`src/hw/rtl/sslsm_pkg.sv`:
```
// Shared types and constants for the servo soft-limit safety monitor.
// No dependencies; used by every other file of the block.
`default_nettype none

package sslsm_pkg;

  localparam int SERVO_COUNT = 6;

  localparam int CMD_W      = 3;
  localparam int IDX_W      = 3;
  localparam int POS_W      = 16;
  localparam int LIMIT_W    = 12;
  localparam int TICK_W     = 32;
  localparam int HALF_W     = 16;
  localparam int PHASE_W    = 10;
  localparam int STATUS_W   = 2;
  localparam int PROD_W     = 24;
  localparam int CFG_IDX_W  = 2;
  localparam int CFG_DATA_W = 16;

  localparam logic [POS_W-1:0] LIMIT_FLOOR = POS_W'(500);
  localparam logic [POS_W-1:0] LIMIT_CEIL  = POS_W'(2500);

  localparam int ERR_LOW_PCT  = 80;
  localparam int ERR_HIGH_PCT = 120;
  localparam int PCT_SCALE    = 100;

  localparam logic [PHASE_W-1:0] FLASH_PERIOD    = PHASE_W'(1000);
  localparam logic [PHASE_W-1:0] FLASH_ON1_END   = PHASE_W'(100);
  localparam logic [PHASE_W-1:0] FLASH_ON2_START = PHASE_W'(200);
  localparam logic [PHASE_W-1:0] FLASH_ON2_END   = PHASE_W'(300);

  localparam logic [HALF_W-1:0] CHECK_INTERVAL_RST = HALF_W'(100);
  localparam logic [HALF_W-1:0] OK_HALF_RST        = HALF_W'(500);
  localparam logic [HALF_W-1:0] WARN_HALF_RST      = HALF_W'(100);

  typedef enum logic [CMD_W-1:0] {
    CMD_TICK   = 3'd0,
    CMD_POS    = 3'd1,
    CMD_ESTOP  = 3'd2,
    CMD_RESET  = 3'd3,
    CMD_LIMITS = 3'd4
  } cmd_t;

  typedef enum logic [STATUS_W-1:0] {
    STATUS_OK   = 2'd0,
    STATUS_WARN = 2'd1,
    STATUS_STOP = 2'd2
  } status_t;

  typedef enum logic [CFG_IDX_W-1:0] {
    REG_CHECK_INTERVAL = 2'd0,
    REG_OK_HALF        = 2'd1,
    REG_WARN_HALF      = 2'd2
  } reg_idx_t;

  typedef struct packed {
    logic [CMD_W-1:0] cmd;
    logic [IDX_W-1:0] servo_index;
    logic [POS_W-1:0] position;
    logic [POS_W-1:0] limit_low;
    logic [POS_W-1:0] limit_high;
    logic             sweep_last;
  } item_t;

  typedef struct packed {
    logic [STATUS_W-1:0] status;
    logic                led;
    logic                beeper;
    logic                stop_servos;
    logic                watchdog_kick;
  } result_t;

  typedef struct packed {
    logic warn;
    logic err;
  } lim_chk_t;

  typedef struct packed {
    logic [HALF_W-1:0] check_interval;
    logic [HALF_W-1:0] ok_half_period;
    logic [HALF_W-1:0] warn_half_period;
  } cfg_t;

endpackage

`default_nettype wire

```
`src/hw/rtl/sslsm_in_if.sv`:
```
// Request channel into the safety monitor: valid/ready plus one input item.
// Depends on sslsm_pkg for field widths.
`default_nettype none

interface sslsm_in_if;
  logic                         valid;
  logic                         ready;
  logic [sslsm_pkg::CMD_W-1:0]  cmd;
  logic [sslsm_pkg::IDX_W-1:0]  servo_index;
  logic [sslsm_pkg::POS_W-1:0]  position;
  logic [sslsm_pkg::POS_W-1:0]  limit_low;
  logic [sslsm_pkg::POS_W-1:0]  limit_high;
  logic                         sweep_last;

  modport source(
    output valid, cmd, servo_index, position, limit_low, limit_high, sweep_last,
    input  ready
  );
  modport sink(
    input  valid, cmd, servo_index, position, limit_low, limit_high, sweep_last,
    output ready
  );
endinterface

`default_nettype wire

```
`src/hw/rtl/sslsm_out_if.sv`:
```
// Result channel out of the safety monitor: valid/ready plus one result.
// Depends on sslsm_pkg for field widths.
`default_nettype none

interface sslsm_out_if;
  logic                           valid;
  logic                           ready;
  logic [sslsm_pkg::STATUS_W-1:0] status;
  logic                           led;
  logic                           beeper;
  logic                           stop_servos;
  logic                           watchdog_kick;

  modport source(
    output valid, status, led, beeper, stop_servos, watchdog_kick,
    input  ready
  );
  modport sink(
    input  valid, status, led, beeper, stop_servos, watchdog_kick,
    output ready
  );
endinterface

`default_nettype wire

```
`src/hw/rtl/sslsm_cfg_if.sv`:
```
// Register write channel of the safety monitor: valid/ready, index and data.
// Depends on sslsm_pkg for field widths.
`default_nettype none

interface sslsm_cfg_if;
  logic                             valid;
  logic                             ready;
  logic [sslsm_pkg::CFG_IDX_W-1:0]  reg_index;
  logic [sslsm_pkg::CFG_DATA_W-1:0] data;

  modport source(output valid, reg_index, data, input ready);
  modport sink(input valid, reg_index, data, output ready);
endinterface

`default_nettype wire

```
`src/hw/rtl/sslsm_limits.sv`:
```
// Per-servo soft-limit table: clamped limit writes and window/error classification.
// Depends on sslsm_pkg.
`default_nettype none

module sslsm_limits (
  input  wire logic                          clk,
  input  wire logic                          rst_n,
  input  wire logic                          wr_en,
  input  wire logic [sslsm_pkg::IDX_W-1:0]   servo_index,
  input  wire logic [sslsm_pkg::POS_W-1:0]   position,
  input  wire logic [sslsm_pkg::POS_W-1:0]   limit_low,
  input  wire logic [sslsm_pkg::POS_W-1:0]   limit_high,
  output sslsm_pkg::lim_chk_t                chk
);

  logic [sslsm_pkg::LIMIT_W-1:0] low_r  [sslsm_pkg::SERVO_COUNT];
  logic [sslsm_pkg::LIMIT_W-1:0] high_r [sslsm_pkg::SERVO_COUNT];

  logic [sslsm_pkg::LIMIT_W-1:0] sel_lo;
  logic [sslsm_pkg::LIMIT_W-1:0] sel_hi;
  logic                          hit;
  logic [sslsm_pkg::POS_W-1:0]   lo_c;
  logic [sslsm_pkg::POS_W-1:0]   hi_c;
  logic                          wr_ok;
  logic                          outside;
  logic [sslsm_pkg::PROD_W-1:0]  pos_prod;
  logic [sslsm_pkg::PROD_W-1:0]  pos1_prod;
  logic [sslsm_pkg::PROD_W-1:0]  lo_prod;
  logic [sslsm_pkg::PROD_W-1:0]  hi_prod;
  logic                          err_hit;

  always_comb begin
    sel_lo = sslsm_pkg::LIMIT_FLOOR[sslsm_pkg::LIMIT_W-1:0];
    sel_hi = sslsm_pkg::LIMIT_CEIL[sslsm_pkg::LIMIT_W-1:0];
    hit    = 1'b0;
    for (int i = 0; i < sslsm_pkg::SERVO_COUNT; i++) begin
      if (servo_index == sslsm_pkg::IDX_W'(i)) begin
        sel_lo = low_r[i];
        sel_hi = high_r[i];
        hit    = 1'b1;
      end
    end
  end

  // clamp to the legal range, drop empty or inverted windows
  assign lo_c  = (limit_low < sslsm_pkg::LIMIT_FLOOR) ? sslsm_pkg::LIMIT_FLOOR : limit_low;
  assign hi_c  = (limit_high > sslsm_pkg::LIMIT_CEIL) ? sslsm_pkg::LIMIT_CEIL : limit_high;
  assign wr_ok = wr_en && hit && (lo_c < hi_c);

  // pos < floor(lo*80/100)  <=>  100*(pos+1) <= 80*lo
  // pos > floor(hi*120/100) <=>  120*hi < 100*pos
  assign outside   = (position < sslsm_pkg::POS_W'(sel_lo)) ||
                     (position > sslsm_pkg::POS_W'(sel_hi));
  assign pos_prod  = sslsm_pkg::PROD_W'(position) * sslsm_pkg::PROD_W'(sslsm_pkg::PCT_SCALE);
  assign pos1_prod = pos_prod + sslsm_pkg::PROD_W'(sslsm_pkg::PCT_SCALE);
  assign lo_prod   = sslsm_pkg::PROD_W'(sel_lo) * sslsm_pkg::PROD_W'(sslsm_pkg::ERR_LOW_PCT);
  assign hi_prod   = sslsm_pkg::PROD_W'(sel_hi) * sslsm_pkg::PROD_W'(sslsm_pkg::ERR_HIGH_PCT);
  assign err_hit   = (pos1_prod <= lo_prod) || (hi_prod < pos_prod);

  assign chk.err  = hit && outside && err_hit;
  assign chk.warn = hit && outside && !err_hit;

  always_ff @(posedge clk) begin
    if (!rst_n) begin
      for (int i = 0; i < sslsm_pkg::SERVO_COUNT; i++) begin
        low_r[i]  <= sslsm_pkg::LIMIT_FLOOR[sslsm_pkg::LIMIT_W-1:0];
        high_r[i] <= sslsm_pkg::LIMIT_CEIL[sslsm_pkg::LIMIT_W-1:0];
      end
    end else if (wr_ok) begin
      for (int i = 0; i < sslsm_pkg::SERVO_COUNT; i++) begin
        if (servo_index == sslsm_pkg::IDX_W'(i)) begin
          low_r[i]  <= lo_c[sslsm_pkg::LIMIT_W-1:0];
          high_r[i] <= hi_c[sslsm_pkg::LIMIT_W-1:0];
        end
      end
    end
  end

endmodule

`default_nettype wire

```
`src/hw/rtl/sslsm_core.sv`:
```
// Monitor state: tick counters, check scheduling, stop latch, status and LED pattern.
// Depends on sslsm_pkg; takes the limit classification from sslsm_limits.
`default_nettype none

module sslsm_core (
  input  wire logic                clk,
  input  wire logic                rst_n,
  input  wire logic                adv,
  input  wire sslsm_pkg::item_t    item,
  input  wire sslsm_pkg::lim_chk_t chk,
  input  wire sslsm_pkg::cfg_t     cfg,
  output sslsm_pkg::result_t       res
);

  logic [sslsm_pkg::TICK_W-1:0]  elapsed_r, elapsed_nxt;
  logic [sslsm_pkg::TICK_W-1:0]  since_chk_r, since_chk_nxt;
  logic [sslsm_pkg::PHASE_W-1:0] phase_r, phase_nxt;
  logic                          blink_r, blink_nxt;
  logic                          led_r, led_nxt;
  logic                          beeper_r, beeper_nxt;
  logic                          stopped_r, stopped_nxt;
  sslsm_pkg::status_t            status_r, status_nxt;
  logic                          sw_warn_r, sw_warn_nxt;
  logic                          sw_err_r, sw_err_nxt;

  logic                          stop_pulse;
  logic                          kick_pulse;
  logic                          do_led;
  logic                          sw_warn_acc;
  logic                          sw_err_acc;
  logic                          due;
  logic [sslsm_pkg::HALF_W-1:0]  half;

  assign sw_warn_acc = sw_warn_r | chk.warn;
  assign sw_err_acc  = sw_err_r | chk.err;
  assign due         = (since_chk_r >= sslsm_pkg::TICK_W'(cfg.check_interval)) && !stopped_r;

  always_comb begin
    elapsed_nxt   = elapsed_r;
    since_chk_nxt = since_chk_r;
    phase_nxt     = phase_r;
    blink_nxt     = blink_r;
    led_nxt       = led_r;
    beeper_nxt    = beeper_r;
    stopped_nxt   = stopped_r;
    status_nxt    = status_r;
    sw_warn_nxt   = sw_warn_r;
    sw_err_nxt    = sw_err_r;
    stop_pulse    = 1'b0;
    kick_pulse    = 1'b0;
    do_led        = 1'b0;
    half          = cfg.ok_half_period;

    case (item.cmd)
      sslsm_pkg::CMD_TICK: begin
        elapsed_nxt   = elapsed_r + 1'b1;
        since_chk_nxt = since_chk_r + 1'b1;
        // flash phase tracks elapsed mod 1000, restarting when elapsed wraps
        if (elapsed_nxt == '0 || phase_r == sslsm_pkg::FLASH_PERIOD - 1'b1) begin
          phase_nxt = '0;
        end else begin
          phase_nxt = phase_r + 1'b1;
        end
        do_led = 1'b1;
      end
      sslsm_pkg::CMD_POS: begin
        if (item.sweep_last) begin
          if (due) begin
            if (sw_err_acc) begin
              stopped_nxt = 1'b1;
              status_nxt  = sslsm_pkg::STATUS_STOP;
              beeper_nxt  = 1'b1;
              stop_pulse  = 1'b1;
            end else if (sw_warn_acc) begin
              status_nxt = sslsm_pkg::STATUS_WARN;
            end else if (status_r == sslsm_pkg::STATUS_WARN) begin
              status_nxt = sslsm_pkg::STATUS_OK;
            end
            kick_pulse    = 1'b1;
            since_chk_nxt = '0;
          end
          sw_warn_nxt = 1'b0;
          sw_err_nxt  = 1'b0;
        end else begin
          sw_warn_nxt = sw_warn_acc;
          sw_err_nxt  = sw_err_acc;
        end
        do_led = 1'b1;
      end
      sslsm_pkg::CMD_ESTOP: begin
        stopped_nxt = 1'b1;
        status_nxt  = sslsm_pkg::STATUS_STOP;
        beeper_nxt  = 1'b1;
        stop_pulse  = 1'b1;
      end
      sslsm_pkg::CMD_RESET: begin
        stopped_nxt = 1'b0;
        status_nxt  = sslsm_pkg::STATUS_OK;
        beeper_nxt  = 1'b0;
        led_nxt     = 1'b0;
      end
      default: begin
      end
    endcase

    if (do_led) begin
      if (status_nxt == sslsm_pkg::STATUS_STOP) begin
        led_nxt = (phase_nxt < sslsm_pkg::FLASH_ON1_END) ||
                  ((phase_nxt >= sslsm_pkg::FLASH_ON2_START) &&
                   (phase_nxt < sslsm_pkg::FLASH_ON2_END));
      end else begin
        if (status_nxt == sslsm_pkg::STATUS_WARN) begin
          half = cfg.warn_half_period;
        end
        if (elapsed_nxt >= sslsm_pkg::TICK_W'(half)) begin
          blink_nxt   = !blink_r;
          led_nxt     = !blink_r;
          elapsed_nxt = '0;
          phase_nxt   = '0;
        end
      end
    end
  end

  assign res.status        = status_nxt;
  assign res.led           = led_nxt;
  assign res.beeper        = beeper_nxt;
  assign res.stop_servos   = stop_pulse;
  assign res.watchdog_kick = kick_pulse;

  always_ff @(posedge clk) begin
    if (!rst_n) begin
      elapsed_r   <= '0;
      since_chk_r <= '0;
      phase_r     <= '0;
      blink_r     <= 1'b0;
      led_r       <= 1'b0;
      beeper_r    <= 1'b0;
      stopped_r   <= 1'b0;
      status_r    <= sslsm_pkg::STATUS_OK;
      sw_warn_r   <= 1'b0;
      sw_err_r    <= 1'b0;
    end else if (adv) begin
      elapsed_r   <= elapsed_nxt;
      since_chk_r <= since_chk_nxt;
      phase_r     <= phase_nxt;
      blink_r     <= blink_nxt;
      led_r       <= led_nxt;
      beeper_r    <= beeper_nxt;
      stopped_r   <= stopped_nxt;
      status_r    <= status_nxt;
      sw_warn_r   <= sw_warn_nxt;
      sw_err_r    <= sw_err_nxt;
    end
  end

endmodule

`default_nettype wire

```
`src/hw/rtl/servo_soft_limit_safety_monitor.sv`:
```
// Servo soft-limit safety monitor: top level with request/result registers and config.
// Depends on sslsm_pkg, sslsm_in_if, sslsm_out_if, sslsm_cfg_if, sslsm_limits, sslsm_core.
//
// Usage:
//   in_if   request channel: tick, position sample, emergency stop, reset or
//           limit write, one request per valid/ready handshake.
//   out_if  result channel: exactly one result per request, in request order.
//   cfg_if  register writes (check interval, OK and warning blink half
//           periods); always ready, write only while the block is idle.
// Timing: a request accepted at a clock edge is held in the request register;
// its result is formed combinationally and loaded into the output register
// when the request advances, which waits while a held result is not taken.
// Throughput: one request per clock while out_if.ready is high, with a
// combinational state update between the request and output registers.
// Reset (rst_n low, synchronous): both pipeline registers empty, status OK,
// LED and beeper off, all limits 500..2500, registers at their reset values.
// Receiver stall: the output register holds its result; one more request is
// taken into the request register, then in_if.ready drops until out_if.ready.
`default_nettype none

module servo_soft_limit_safety_monitor (
  input wire logic   clk,
  input wire logic   rst_n,
  sslsm_in_if.sink   in_if,
  sslsm_out_if.source out_if,
  sslsm_cfg_if.sink  cfg_if
);

  logic                  s1_valid_r, s1_valid_nxt;
  sslsm_pkg::item_t      s1_item_r;
  logic                  out_valid_r, out_valid_nxt;
  sslsm_pkg::result_t    out_res_r;
  sslsm_pkg::cfg_t       cfg_r;
  sslsm_pkg::lim_chk_t   chk;
  sslsm_pkg::result_t    res;
  logic                  adv;
  logic                  in_acc;

  assign adv           = s1_valid_r && (!out_valid_r || out_if.ready);
  assign in_if.ready   = !s1_valid_r || adv;
  assign in_acc        = in_if.valid && in_if.ready;
  assign s1_valid_nxt  = in_acc || (s1_valid_r && !adv);
  assign out_valid_nxt = adv || (out_valid_r && !out_if.ready);
  assign cfg_if.ready  = 1'b1;

  always_ff @(posedge clk) begin
    if (!rst_n) begin
      s1_valid_r  <= 1'b0;
      out_valid_r <= 1'b0;
    end else begin
      s1_valid_r  <= s1_valid_nxt;
      out_valid_r <= out_valid_nxt;
    end
  end

  always_ff @(posedge clk) begin
    if (in_acc) begin
      s1_item_r.cmd         <= in_if.cmd;
      s1_item_r.servo_index <= in_if.servo_index;
      s1_item_r.position    <= in_if.position;
      s1_item_r.limit_low   <= in_if.limit_low;
      s1_item_r.limit_high  <= in_if.limit_high;
      s1_item_r.sweep_last  <= in_if.sweep_last;
    end
    if (adv) begin
      out_res_r <= res;
    end
  end

  always_ff @(posedge clk) begin
    if (!rst_n) begin
      cfg_r.check_interval   <= sslsm_pkg::CHECK_INTERVAL_RST;
      cfg_r.ok_half_period   <= sslsm_pkg::OK_HALF_RST;
      cfg_r.warn_half_period <= sslsm_pkg::WARN_HALF_RST;
    end else if (cfg_if.valid && cfg_if.ready) begin
      case (cfg_if.reg_index)
        sslsm_pkg::REG_CHECK_INTERVAL: cfg_r.check_interval   <= cfg_if.data;
        sslsm_pkg::REG_OK_HALF:        cfg_r.ok_half_period   <= cfg_if.data;
        sslsm_pkg::REG_WARN_HALF:      cfg_r.warn_half_period <= cfg_if.data;
        default: begin
        end
      endcase
    end
  end

  sslsm_limits u_limits (
    .clk         (clk),
    .rst_n       (rst_n),
    .wr_en       (adv && (s1_item_r.cmd == sslsm_pkg::CMD_LIMITS)),
    .servo_index (s1_item_r.servo_index),
    .position    (s1_item_r.position),
    .limit_low   (s1_item_r.limit_low),
    .limit_high  (s1_item_r.limit_high),
    .chk         (chk)
  );

  sslsm_core u_core (
    .clk   (clk),
    .rst_n (rst_n),
    .adv   (adv),
    .item  (s1_item_r),
    .chk   (chk),
    .cfg   (cfg_r),
    .res   (res)
  );

  assign out_if.valid         = out_valid_r;
  assign out_if.status        = out_res_r.status;
  assign out_if.led           = out_res_r.led;
  assign out_if.beeper        = out_res_r.beeper;
  assign out_if.stop_servos   = out_res_r.stop_servos;
  assign out_if.watchdog_kick = out_res_r.watchdog_kick;

  a_adv_loads_out: assert property (@(posedge clk) disable iff (!rst_n)
    adv |=> out_if.valid)
    else $error("advanced request did not reach the output register");

  a_stop_implies_stopped: assert property (@(posedge clk) disable iff (!rst_n)
    (out_if.valid && out_if.stop_servos) |->
      (out_if.status == sslsm_pkg::STATUS_STOP) && out_if.beeper)
    else $error("stop pulse without stopped status and beeper");

  a_beeper_tracks_stop: assert property (@(posedge clk) disable iff (!rst_n)
    out_if.valid |-> (out_if.beeper == (out_if.status == sslsm_pkg::STATUS_STOP)))
    else $error("beeper level disagrees with stopped status");

  a_empty_stage_ready: assert property (@(posedge clk) disable iff (!rst_n)
    !s1_valid_r |-> in_if.ready)
    else $error("request refused while request register is empty");

endmodule

`default_nettype wire
```
`src/flat_wrapper.sv`:
```
// flat-port wrapper written by rule: the top's interface ports become plain ports
module servo_soft_limit_safety_monitor_flat 
  (clk, rst_n, in_if_valid, in_if_cmd, in_if_servo_index, in_if_position, in_if_limit_low, in_if_limit_high, in_if_sweep_last, in_if_ready, out_if_valid, out_if_status, out_if_led, out_if_beeper, out_if_stop_servos, out_if_watchdog_kick, out_if_ready, cfg_if_valid, cfg_if_reg_index, cfg_if_data, cfg_if_ready);
  sslsm_in_if in_if_i ();
  sslsm_out_if out_if_i ();
  sslsm_cfg_if cfg_if_i ();
  input wire logic clk;
  input wire logic rst_n;
  input wire logic [$bits(in_if_i.valid)-1:0] in_if_valid;
  input wire logic [$bits(in_if_i.cmd)-1:0] in_if_cmd;
  input wire logic [$bits(in_if_i.servo_index)-1:0] in_if_servo_index;
  input wire logic [$bits(in_if_i.position)-1:0] in_if_position;
  input wire logic [$bits(in_if_i.limit_low)-1:0] in_if_limit_low;
  input wire logic [$bits(in_if_i.limit_high)-1:0] in_if_limit_high;
  input wire logic [$bits(in_if_i.sweep_last)-1:0] in_if_sweep_last;
  output wire logic [$bits(in_if_i.ready)-1:0] in_if_ready;
  output wire logic [$bits(out_if_i.valid)-1:0] out_if_valid;
  output wire logic [$bits(out_if_i.status)-1:0] out_if_status;
  output wire logic [$bits(out_if_i.led)-1:0] out_if_led;
  output wire logic [$bits(out_if_i.beeper)-1:0] out_if_beeper;
  output wire logic [$bits(out_if_i.stop_servos)-1:0] out_if_stop_servos;
  output wire logic [$bits(out_if_i.watchdog_kick)-1:0] out_if_watchdog_kick;
  input wire logic [$bits(out_if_i.ready)-1:0] out_if_ready;
  input wire logic [$bits(cfg_if_i.valid)-1:0] cfg_if_valid;
  input wire logic [$bits(cfg_if_i.reg_index)-1:0] cfg_if_reg_index;
  input wire logic [$bits(cfg_if_i.data)-1:0] cfg_if_data;
  output wire logic [$bits(cfg_if_i.ready)-1:0] cfg_if_ready;
  assign in_if_i.valid = in_if_valid;
  assign in_if_i.cmd = in_if_cmd;
  assign in_if_i.servo_index = in_if_servo_index;
  assign in_if_i.position = in_if_position;
  assign in_if_i.limit_low = in_if_limit_low;
  assign in_if_i.limit_high = in_if_limit_high;
  assign in_if_i.sweep_last = in_if_sweep_last;
  assign in_if_ready = in_if_i.ready;
  assign out_if_valid = out_if_i.valid;
  assign out_if_status = out_if_i.status;
  assign out_if_led = out_if_i.led;
  assign out_if_beeper = out_if_i.beeper;
  assign out_if_stop_servos = out_if_i.stop_servos;
  assign out_if_watchdog_kick = out_if_i.watchdog_kick;
  assign out_if_i.ready = out_if_ready;
  assign cfg_if_i.valid = cfg_if_valid;
  assign cfg_if_i.reg_index = cfg_if_reg_index;
  assign cfg_if_i.data = cfg_if_data;
  assign cfg_if_ready = cfg_if_i.ready;
  servo_soft_limit_safety_monitor u_core (.clk(clk), .rst_n(rst_n), .in_if(in_if_i), .out_if(out_if_i), .cfg_if(cfg_if_i));
endmodule
```
`config.mk`:
```
export PLATFORM = sky130hd
export DESIGN_NAME = servo_soft_limit_safety_monitor_flat
export DESIGN_NICKNAME = d
export VERILOG_FILES = /design/src/hw/rtl/sslsm_pkg.sv /design/src/hw/rtl/sslsm_in_if.sv /design/src/hw/rtl/sslsm_out_if.sv /design/src/hw/rtl/sslsm_cfg_if.sv /design/src/hw/rtl/sslsm_limits.sv /design/src/hw/rtl/sslsm_core.sv /design/src/hw/rtl/servo_soft_limit_safety_monitor.sv /design/src/flat_wrapper.sv
export SDC_FILE = /design/constraint.sdc
export NUM_CORES = 1
export LEC_CHECK = 0
export BUFFER_PORTS_ARGS = -buffer_cell sky130_fd_sc_hd__buf_2
export CAP_MARGIN = 15
export CORE_ASPECT_RATIO = 2
export CORE_MARGIN = 3
export CORE_UTILIZATION = 35
export CTS_CLUSTER_SIZE = 8
export DETAILED_ROUTE_END_ITERATION = 12
export PLACE_DENSITY_LB_ADDON = 0.12
export SETUP_SLACK_MARGIN = 0.3
export SLEW_MARGIN = 40
export SYNTH_ARGS = -nofsm -noshare
export SYNTH_HDL_FRONTEND = slang
export SYNTH_SLANG_ARGS = --single-unit
```
`constraint.sdc`:
```
create_clock -name clk -period 9.8 [get_ports clk]
set_input_delay 1.47 -clock clk [delete_from_list [all_inputs] [get_ports clk]]
set_output_delay 1.47 -clock clk [all_outputs]
set_load 0.03 [all_outputs]
```
# [Word level (Yosys, flattened, before mapping)]
# Memories as Yosys holds them, arrays and structs flattened.
# Index checks and enable logic that the tools add are counted.
[word_totals] reg_bits=193 ramBits=144 out_inout_bits=9 wordCells=219 mem_count=2
[memory_table] name="u_core.u_limits.high_r" depth=6 word_bits=12 read_ports=6 rd_clocked_by_memory_dff=0 wr=6 line_no="sslsm_limits.sv:17" text="logic [sslsm_pkg::LIMIT_W-1:0] high_r [sslsm_pkg::SERVO_COUNT];"
[memory_table] name="u_core.u_limits.low_r" depth=6 word_bits=12 read_ports=6 rd_clocked_by_memory_dff=0 wr=6 line_no="sslsm_limits.sv:16" text="logic [sslsm_pkg::LIMIT_W-1:0] low_r [sslsm_pkg::SERVO_COUNT];"
[op_classes] n_addsub=4 multipliers=3 n_lt_le_gt_ge=12 n_eq_ne=18 mux=97 bitwise_logic=15 n_reduce_logical=42
[op_table] operator="two-way mux 12 bit" n=24
[op_table] operator="two-way mux 32 bit" n=6
[op_table] operator="two-way mux 16 bit" n=5
[op_table] operator="adder 32 x 1 -> 32 bit (second input constant)" n=2
[op_table] operator="greater-or-equal comparator 32 x 16 -> 1 bit" n=2
[op_table] operator="case mux 32 bit (2 select lines)" n=1
[op_table] operator="two-way mux 10 bit" n=5
[op_table] operator="two-way mux 1 bit" n=47
[op_table] operator="logical NOT 32 bit" n=1
[op_table] operator="adder 23 x 7 -> 24 bit (second input constant)" n=1
[op_table] operator="<= comparator 24 x 19 -> 1 bit" n=1
[op_table] operator="< comparator 19 x 23 -> 1 bit" n=1
[op_table] operator="multiplier 16 x 5 -> 21 bit (second input constant)" n=1
[op_table] operator="greater-than comparator 16 x 12 -> 1 bit" n=1
[op_table] operator="greater-than comparator 16 x 12 -> 1 bit (second input constant)" n=1
[op_table] operator="< comparator 16 x 12 -> 1 bit" n=1
[op_table] operator="< comparator 16 bit" n=1
[op_table] operator="< comparator 16 x 9 -> 1 bit (second input constant)" n=1
[op_table] operator="multiplier 12 x 4 -> 16 bit (second input constant)" n=1
[op_table] operator="multiplier 12 x 3 -> 15 bit (second input constant)" n=1
[op_table] operator="OR 1 bit" n=14
[op_table] operator="equality test 3 x 2 -> 1 bit (second input constant)" n=4
[op_table] operator="logical AND 1 bit" n=12
[op_table] operator="adder 10 x 1 -> 10 bit (second input constant)" n=1
[op_table] operator="25 further kinds" n=56

# [Logic depth before layout (Yosys ltp)]
# Gate-level depths: netlist of the first run.
[logic_depth] ltp_word=26 ltp_mapped=46 depth_no_buf=41

# [Cells and area by module]
# Synthesis of the first run repeated with hierarchy kept, for this count alone.
[unflattened] cells_unflattened=2289 hier_area_um2=21793.4
[modules_own_cells] mod="sslsm_limits" n_inst=1 cells_per_inst=1198 area_per_inst_um2=11748.8 seq_area_each_um2=4324.1
[modules_own_cells] mod="sslsm_core" n_inst=1 cells_per_inst=838 area_per_inst_um2=6238.5 seq_area_each_um2=1641.6
[modules_own_cells] mod="servo_soft_limit_safety_monitor" n_inst=1 cells_per_inst=253 area_per_inst_um2=3806.2 seq_area_each_um2=2832.7

# [Worst setup path before layout of the first run]
# No wires, ideal clock.
[synth_timing] path_kind="reg-to-reg" start="register, netlist name u_core.s1_item_r[49]" end="register u_core.u_core.elapsed_r[30] (netlist name)" t_arrival_ns=10.304 t_required_ns=9.678 slack_ns=-0.625 path_stages_with_launch=44 path_buffers=6 synth_period_minus_slack_ns=10.425 path_cell_list="edfxtp_1 buf_2 buf_1 clkbuf_1 clkbuf_1 mux2i_1 o21ai_0 a222oi_1 fa_1 fa_1 inv_1 ha_1 inv_1 o21bai_1 a21oi_1 o21bai_1 a21oi_1 o21bai_1 (+8 left out) nand4_1 a221oi_4 and2_1 buf_2 mux2_2 ha_1 nand2b_1 a21o_1 a21o_1 a21o_1 a21o_1 a21o_1 a211oi_1 o41ai_1 o211ai_4 and2_1 clkbuf_2 a221o_1"
[synth_via] elab_chain_len=26
[synth_rtl] element="logical NOT 3 bit" line_no="sslsm_limits.sv:37" text="if (servo_index == sslsm_pkg::IDX_W'(i)) begin"
[synth_rtl] element="two-way mux 12 bit (6 in series)" line_no="sslsm_limits.sv:37"
[synth_rtl] element="multiplier 12 x 3 -> 15 bit / multiplier 12 x 4 -> 16 bit (equally long branches)" line_no="sslsm_limits.sv:56, sslsm_limits.sv:57"
[synth_rtl] element="<= comparator 24 x 19 -> 1 bit / < comparator 19 x 23 -> 1 bit (equally long branches)" line_no="sslsm_limits.sv:58" text="assign err_hit = (pos1_prod <= lo_prod) || (hi_prod < pos_prod);"
[synth_rtl] element="logical OR 1 bit" line_no="sslsm_limits.sv:58"
[synth_rtl] element="logical NOT 1 bit" line_no="sslsm_limits.sv:61" text="assign chk.warn = hit && outside && !err_hit;"
[synth_rtl] element="logical AND 1 bit" line_no="sslsm_limits.sv:61"
[synth_rtl] element="OR 1 bit" line_no="sslsm_core.sv:34" text="assign sw_warn_acc = sw_warn_r | chk.warn;"
[synth_rtl] element="(+5 left out)"
[synth_rtl] element="equality test 2 x 1 -> 1 bit" line_no="sslsm_core.sv:112" text="if (status_nxt == sslsm_pkg::STATUS_WARN) begin"
[synth_rtl] element="two-way mux 16 bit" line_no="sslsm_core.sv:112"
[synth_rtl] element="two-way mux 16 bit" line_no="sslsm_core.sv:107" text="if (status_nxt == sslsm_pkg::STATUS_STOP) begin"
[synth_rtl] element="two-way mux 16 bit" line_no="sslsm_core.sv:106" text="if (do_led) begin"
[synth_rtl] element="greater-or-equal comparator 32 x 16 -> 1 bit" line_no="sslsm_core.sv:115" text="if (elapsed_nxt >= sslsm_pkg::TICK_W'(half)) begin"
[synth_rtl] element="two-way mux 32 bit" line_no="sslsm_core.sv:115"
[synth_rtl] element="two-way mux 32 bit (*)" line_no="sslsm_core.sv:107"
[synth_rtl] element="two-way mux 32 bit (*)" line_no="sslsm_core.sv:106"
[synth_rtl] element="to (signal assigned)" line_no="sslsm_core.sv:144" text="elapsed_r <= elapsed_nxt;"
[synth_rtl] element="to (decl)" line_no="sslsm_core.sv:15" text="logic [sslsm_pkg::TICK_W-1:0] elapsed_r, elapsed_nxt;"
# Every way passes the cells marked *; elsewhere a longest branch is shown, timed or not. The select of a mux whose other input is x is not followed.
# A chain may end at the register's enable or synchronous reset.

# [Worst setup path in the final report of the first run]
[layout_timing] start="register, netlist name u_core.s1_item_r[49]" end="register u_core.u_core.phase_r[9] (netlist name)"
[layout_via] elab_chain_len=26
[layout_rtl] element="logical NOT 3 bit" line_no="sslsm_limits.sv:37"
[layout_rtl] element="two-way mux 12 bit (6 in series)" line_no="sslsm_limits.sv:37"
[layout_rtl] element="multiplier 12 x 3 -> 15 bit / multiplier 12 x 4 -> 16 bit (equally long branches)" line_no="sslsm_limits.sv:56, sslsm_limits.sv:57"
[layout_rtl] element="<= comparator 24 x 19 -> 1 bit / < comparator 19 x 23 -> 1 bit (equally long branches)" line_no="sslsm_limits.sv:58"
[layout_rtl] element="logical OR 1 bit" line_no="sslsm_limits.sv:58"
[layout_rtl] element="logical NOT 1 bit" line_no="sslsm_limits.sv:61"
[layout_rtl] element="logical AND 1 bit" line_no="sslsm_limits.sv:61"
[layout_rtl] element="OR 1 bit" line_no="sslsm_core.sv:34"
[layout_rtl] element="(+5 left out)"
[layout_rtl] element="equality test 2 x 1 -> 1 bit" line_no="sslsm_core.sv:112"
[layout_rtl] element="two-way mux 16 bit" line_no="sslsm_core.sv:112"
[layout_rtl] element="two-way mux 16 bit" line_no="sslsm_core.sv:107"
[layout_rtl] element="two-way mux 16 bit" line_no="sslsm_core.sv:106"
[layout_rtl] element="greater-or-equal comparator 32 x 16 -> 1 bit" line_no="sslsm_core.sv:115"
[layout_rtl] element="two-way mux 10 bit" line_no="sslsm_core.sv:115"
[layout_rtl] element="two-way mux 10 bit (*)" line_no="sslsm_core.sv:107"
[layout_rtl] element="two-way mux 10 bit (*)" line_no="sslsm_core.sv:106"
[layout_rtl] element="to (signal assigned)" line_no="sslsm_core.sv:146" text="phase_r <= phase_nxt;"
[layout_rtl] element="to (decl)" line_no="sslsm_core.sv:17" text="logic [sslsm_pkg::PHASE_W-1:0] phase_r, phase_nxt;"
# Marks and branches as above.

==> results of run 1 <==
[cells by family after synthesis]
logic type,after synthesis
adder cells (fa/ha/maj),229
buffers and inverters,263
other,1
AND/OR/NAND/NOR,821
XOR/XNOR,107
multiplexers,69
flip-flops,337
AO/OA/AOI/OAI,401
[state kept, by name, indices dropped and copies added, names as in the netlist]
name / flops
u_core.u_limits.high_r: 72
u_core.u_limits.low_r: 72
u_core.s1_item_r: 55
u_core.cfg_r: 48
u_core.u_core.elapsed_r: 32
u_core.u_core.since_chk_r: 32
u_core.u_core.phase_r: 10
u_core.out_if.status: 2
u_core.u_core.status_r: 2
u_core.out_if.beeper: 1
u_core.out_if.led: 1
u_core.out_if.stop_servos: 1
u_core.out_if.valid: 1
u_core.out_if.watchdog_kick: 1
u_core.s1_valid_r: 1
u_core.u_core.beeper_r: 1
u_core.u_core.blink_r: 1
u_core.u_core.led_r: 1
u_core.u_core.stopped_r: 1
u_core.u_core.sw_err_r: 1
u_core.u_core.sw_warn_r: 1
[worst max-delay path, delay by kind of cell (launching register included)]
family                     cells  cell delay [ns]
and+or+nand+nor                6             1.22
AOI/OAI and AO/OA             23             4.11
xor gates and xnor gates       2             0.30
buffers and inverters          2             0.41
DFF                            1             0.46
adders and majority gates      5             1.65
muxes                          2             0.86
[layer usage]
metal	GRT usage (%)	wire (um)	vias up
met5	0	0	-
met4	13.8	5120	0
met3	2.78	2650	193
met2	44.5	41700	476
met1	20.8	23900	8592
li1	-	-	8381
[repair_timing]
item,CTS,global route
setup buffers,3,16
cloned,1,3
pin swaps,2,18
endpoints found under the setup margin,44,45
gates resized for setup,16,27
[placed cells by master, fill, tap and decap left out, drive strengths merged, types with 7 or more instances in the layout]
| cell type | count |
|---|---|
| nor2b | 15 |
| and3 | 16 |
| nor4 | 54 |
| dfxtp | 132 |
| nand3 | 110 |
| or4 | 7 |
| a2111oi | 8 |
| mux2i | 41 |
| edfxtp | 205 |
| nand2b | 14 |
| nand2 | 224 |
| o21ai | 55 |
| mux2 | 10 |
| clkbuf | 72 |
| a31oi | 31 |
| ha | 198 |
| nand4 | 84 |
| o21a | 14 |
| nor3 | 80 |
| a211oi | 11 |
| nor2 | 143 |
| o31ai | 14 |
| a211o | 7 |
| mux4 | 18 |
| xor2 | 35 |
| a41oi | 7 |
| inv | 130 |
| o211ai | 19 |
| or3 | 19 |
| nand3b | 9 |
| a21oi | 117 |
| buf | 165 |
| o2111ai | 12 |
| a21o | 36 |
| or2 | 13 |
| fa | 31 |
| and2 | 15 |
| xnor2 | 72 |
| o22ai | 15 |
| o21bai | 8 |
[per-stage QoR]
| stage | utilization [%] | hold slack, ns | power [uW] | setup slack (ns) |
|---|---|---|---|---|
| 2_1_floorplan | - | 0.433 | 2340 | 0.325 |
| 3_3_place_gp | 37.8 | 0.443 | 2680 | 0.118 |
| 3_5_place_dp | 37.8 | 0.449 | 2700 | -0.153 |
| 4_1_cts | 40.3 | 0.456 | 4300 | 0.321 |
| 5_1_grt | 40.8 | 0.476 | 4520 | 0.250 |
| 6_report | 40.8 | 0.453 | 4310 | 0.658 |
[layout make-up]
cell class	instances	area, sq um	area share [%]
Multi-Input combinational cell	1633	12100	48.6
Sequential cell	337	8800	35.5
Clock buffer	70	1290	5.21
Timing Repair Buffer	167	1130	4.54
Tap cell	780	976	3.93
Inverter	130	488	1.97
Clock inverter	3	68.8	0.277
[path summary, 6_finish.rpt]
check                  startpoint  slack [ns]                        to  cells after the start
max          u_core.s1_item_r[49]        0.66  u_core.u_core.phase_r[9]                     40
min              u_core.cfg_r[43]        0.45          u_core.cfg_r[43]                      2
max reg2reg  u_core.s1_item_r[49]        0.66  u_core.u_core.phase_r[9]                     40
min reg2reg      u_core.cfg_r[43]        0.45          u_core.cfg_r[43]                      2
[power by group]
| group | internal, uW | total, uW | switching [uW] | leakage [uW] |
|---|---|---|---|---|
| clock | 906 | 1560 | 655 | 0.000651 |
| combinational | 462 | 1170 | 709 | 0.00569 |
| sequential | 1540 | 1570 | 32.1 | 0.00295 |
==> impl_results.md, run 1 <==
- Outcome: completed
- CP Launch Type: flop
- Buffers on Ports: 85
- IO Pins: 87
- Asr flop ratio synth: 0%
- Post-Synth Adder-Cell Area: 14.4%
- Total gr overflow: 0
- Clk_lat worst skew: roughly 0.61 ns
- Hold Crit Class: flop to flop
- Minimum clock period: 9.14 ns
- Slew Viols, Final: 0
- Post-route ant nets: 0
- Initial antenna violation count: 0
- Most common cell in the netlist: nand2_1
- Placed Area: between 20000 and 25000 sq um
- Core area: 60900 sq um
- Num rows: 128
- GPL Wtd Cong: 0.931
- # setup viols final: 0
- Design Area, Final: 24800 sq um
- Initial Util: 35.4%
- CP dominant cell by count: a21o_1
- VDD IR-drop max: 0.126 mV
- Combinational family with the most area after synthesis: simple AND/OR/NAND/NOR gates
- 1st-iter DRT viols: ~810
- Synth Area in Compound Gates: between 10% and 20%
- Post-synth EDFFs: 205
- Worst path max stage delay: 0.59 ns
- # DRC: 0
- Nets: 2624
- Mapped Cells: 2228
- Clock skew: 0.0319 ns
- Worst slew margin: a little over two fifths
- Fill count: approximately 6.1k
- Die footprint: 64700 sq um
- Synth Warn #: 0
- Top cell type by total area after synthesis: edfxtp_1
- CP Class: flop to flop
- Top cells by count, synth: nand2_1, edfxtp_1, ha_1, nor2_1, dfxtp_1
- Layout overhead on the synthesized area: 15.2%
- Yosys top cell area share: approximately 29%
- Clock-pin slew on the worst setup and hold paths: 0.05 ns
- Placed wire-length estimate: 55300 um
- Pre-antenna DRT Iters: 6
- Proportion of synthesized chip area in sequential cells: between 40% and 50%
- DIE WIDTH: 181 um
- Synth Flop Type: edfxtp_1
- Simple-gate area share of the yosys netlist: between 10% and 20%
- RSZ-0062 raised after global routing: true
- Peak Freq: 109 MHz
- Critical path endpoint category: flop
- Syn avg cell area: 9.67 sq um
- Synth Register Bits: 337
- Max cap viols: 0
- Die height: between 300 and 400 um
- Total CTS buffers: 48
- Via density: roughly 5.7
- Vias in the first global route: between 15k and 20k
- DR vias: roughly 18k
- Post-synthesis xor/xnor area fraction: approximately 4.4%
- First-pass GRT wire length: 109000 um
- Post-synthesis mux area share: about 4.3%
- Setup TNS: 0 ns
- Slowest CP cell: fa_1
- Number of diodes: 0
- Clk buf depth: 3
- GRT Resource Usage Total: 22.2%
- Hold Vio Cnt, Final: 0
- Cts hold-fix bufs: 0
- Root Driver: clkbuf_16
- Crit Path Max Fanout: 7
- Synth area leaders: edfxtp_1, dfxtp_1, ha_1, nand2_1, xnor2_1
- WL final: 73300 um
- Worst Tran Pin Value: between 0.8 and 0.9 ns
- Clock Sinks: 337
- Htree depth: 2
- Synthesized cell area: 21500 sq um
- Cell Count Post-Placement: slightly above 3k
- Largest net degree at the start of global routing: 67
- Wire per inst: around 23 um
- Ratio of cells with drive above 1 in the final layout: 13.8%
- Synth cell types: 89
- Final Instance Count excl. Fillers: 3120
- WP data arrival: 9.65 ns
- Total power divided by cell area: 174 nW/um^2
- P_leak: 0.00929 uW
- CP required: 10.31 ns
- CTS tree: yes
- Final period util: slightly above 90%
Power figures use the tool's default switching activity.
==> run 2: changes to the inputs <==
--- a/config.mk
+++ b/config.mk
@@ -13,6 +13,7 @@
 export CTS_CLUSTER_SIZE = 8
 export DETAILED_ROUTE_END_ITERATION = 12
 export PLACE_DENSITY_LB_ADDON = 0.12
+export RECOVER_POWER = 50
 export SETUP_SLACK_MARGIN = 0.3
 export SLEW_MARGIN = 40
 export SYNTH_ARGS = -nofsm -noshare
==> constraint.sdc (replaced) <==
create_clock -name clk -period 10.29 [get_ports clk]
set_input_delay 1.5435 -clock clk [delete_from_list [all_inputs] [get_ports clk]]
set_output_delay 1.5435 -clock clk [all_outputs]
set_load 0.03 [all_outputs]
==> run 2 against run 1 <==
  * Worst setup slack better by 0.16 ns
  * Worst hold slack improved by 0.00064 ns
  * Critical endpoint is now u_core.u_core.elapsed_r[15]
  * Die area did not move
  * Clock power shrank 6%
  * First-iteration DRC count rose by 4.3%
  * Largest cell class unchanged
  * The flow now finishes with violations (capacitance limit, slew limit)
  * Cell area shrank 1.3%
==> impl_results.md, run 2 (synthesis results as in run 1) <==
- GRT Resource Usage Total: 22.0% (-0.18 points)
- Layout overhead on the synthesized area: 13.6%
- CP Launch Type: flop
- Clk_lat worst skew: 0.61 ns (about the same)
- Num rows: 128 (unchanged)
- Fill count: 6080 (+0.016%)
- CP dominant cell by count: a21oi_2
- Number of diodes: 0 (unchanged)
- RSZ-0062 raised after global routing: false
- Initial Util: 35.4% (unchanged)
- Minimum clock period: 9.47 ns (+0.333 ns)
- Via density: 5.64 (-0.28%)
- Clk buf depth: 3 (unchanged)
- Setup TNS: 0 ns (unchanged)
- Buffers on Ports: 85 (unchanged)
- Most used cells in the layout excluding fill and tap cells: nand2_1, edfxtp_1, ha_1
- WP data arrival: 9.99 ns (+0.34 ns)
- Most common cell after layout, fill and taps aside: nand2_1
- Worst slew margin: -161% (-200 points)
- Peak Freq: 106 MHz (-3.5%)
- Largest net degree at the start of global routing: 83 (+24%)
- Clock-pin slew on the worst setup and hold paths: 0.05 ns (about the same)
- Wire per inst: 23.4 um (-0.50%)
- # setup viols final: 0 (unchanged)
- WL final: 72400 um (-1.2%)
- GPL Wtd Cong: 0.928 (-0.41%)
- Htree depth: 2 (unchanged)
- Ratio of cells with drive above 1 in the final layout: 11.0% (-2.8 points)
- CP Class: flop to flop
- P_leak: 0.00907 uW (-2.4%)
- Cell Count Post-Placement: 3018 (-0.17%)
- Total CTS buffers: 48 (unchanged)
- DR vias: 17.5k (-0.98%)
- Placed wire-length estimate: 54900 um (-0.81%)
- Clock Sinks: 337 (unchanged)
- CP required: 10.80 ns (+0.49 ns)
- Slowest CP cell: or4b_2
- Critical path endpoint category: flop
- Pre-antenna DRT Iters: 5 (-1)
- Violated checks: capacitance limit, slew limit
- Die footprint: 64700 sq um (unchanged)
- Crit Path Max Fanout: 16 (+9)
- Die height: 357 um (unchanged)
- Worst path max stage delay: 0.62 ns (+0.03 ns)
- First-pass GRT wire length: 109000 um (-0.87%)
- Final Instance Count excl. Fillers: 3098 (-0.71%)
- Worst Tran Pin Value: 3.92 ns (+3.06 ns)
- 1st-iter DRT viols: 842 (+4.3%)
- Initial antenna violation count: 0 (unchanged)
- Post-route ant nets: 0 (unchanged)
- Outcome: finished, violations left
- Core area: 60900 sq um (unchanged)
- VDD IR-drop max: 0.117 mV (-6.5%)
- # DRC: 0 (unchanged)
- Vias in the first global route: 18.2k (-1.0%)
- Total gr overflow: 0 (unchanged)
- Hold Vio Cnt, Final: 0 (unchanged)
- Biggest regs: u_core.u_limits.high_r x72, u_core.u_limits.low_r x72, u_core.s1_item_r x55
- Slew Viols, Final: 329 (+329)
- Clock skew: 0.0238 ns (-0.00809 ns)
- Final period util: 92.1% (-1.2 points)
- DIE WIDTH: 181 um (unchanged)
- Nets: 2606 (-0.69%)
- CTS tree: yes
- Cts hold-fix bufs: 0 (unchanged)
- Hold Crit Class: flop to flop
- Max cap viols: 6 (+6)
- Root Driver: clkbuf_16
- Total power divided by cell area: 164 nW/um^2 (-5.5%)
- IO Pins: 87 (unchanged)
## run 2: changes by cell type in the layout (fill, tap and decap cells not counted), sizes merged
cell,previous run,this run
buf,165,113
clkbuf,72,100
clkinv,3,5
bufbuf,0,1
inv,130,129
## run 2: layer usage
metal  track usage [%]  vias to the layer above  wire [um]
li1                  -                     8347          -
met1              20.6                     8562      24300
met2              45.2                      390      41500
met3              2.28                      170       2070
met4              12.2                        0       4620
met5                 0                        -          0
## run 2: final timing paths
path	cells after the start	slack, ns	end	from
setup / recovery	40	0.82	u_core.u_core.elapsed_r[15]	u_core.s1_item_r[49]
setup reg to reg	40	0.82	u_core.u_core.elapsed_r[15]	u_core.s1_item_r[49]
hold / removal	2	0.45	u_core.cfg_r[44]	u_core.cfg_r[44]
hold reg to reg	2	0.45	u_core.cfg_r[44]	u_core.cfg_r[44]
## run 2: worst max-delay path: cells and delay by family (launching register included)
kind                     cells  cell delay, ns
multiplexers                 2            0.72
flip-flops                   1            0.43
buffers and inverters        3            0.58
AO/OA/AOI/OAI               21            3.61
AND/OR/NAND/NOR              8            2.31
adder cells (fa/ha/maj)      5            1.53
XOR/XNOR                     1            0.18
## run 2: report_power, final
group          switching, uW  internal, uW  total [uW]  leakage, uW
Sequential              30.8          1470        1500      0.00295
Combinational            628           417        1050      0.00547
Clock                    620           850        1470     0.000645
Total                   1280          2740        4020      0.00907
## run 2: layout make-up
cell class | count | area, sq um | area share [%]
Clock buffer | 65 | 1260 | 5.17
Clock inverter | 4 | 81.3 | 0.332
Inverter | 130 | 488 | 1.99
Multi-Input combinational cell | 1633 | 12000 | 48.9
Sequential cell | 337 | 8800 | 35.9
Tap cell | 780 | 976 | 3.99
Timing Repair Buffer | 149 | 912 | 3.73
## run 2: repair_timing
item,in CTS,in global routing
endpoints found under the hold margin,0,0
setup endpoints to repair,5,45
cloned,1,1
gates resized for setup,0,21
pin swaps,0,4
setup buffers,1,8
## run 2: metrics by stage
step / hold slack, ns / utilization (%) / worst slack, ns / area [sq um] / total power, uW
2_1_floorplan: 0.433 / - / 0.348 / 21600 / 2230
3_3_place_gp: 0.441 / 37.7 / 0.427 / 22900 / 2550
3_5_place_dp: 0.448 / 37.8 / 0.263 / 23000 / 2560
4_1_cts: 0.455 / 40.1 / 0.310 / 24400 / 4050
5_1_grt: 0.481 / 40.2 / 0.286 / 24500 / 4230
6_report: 0.454 / 40.2 / 0.816 / 24500 / 4020
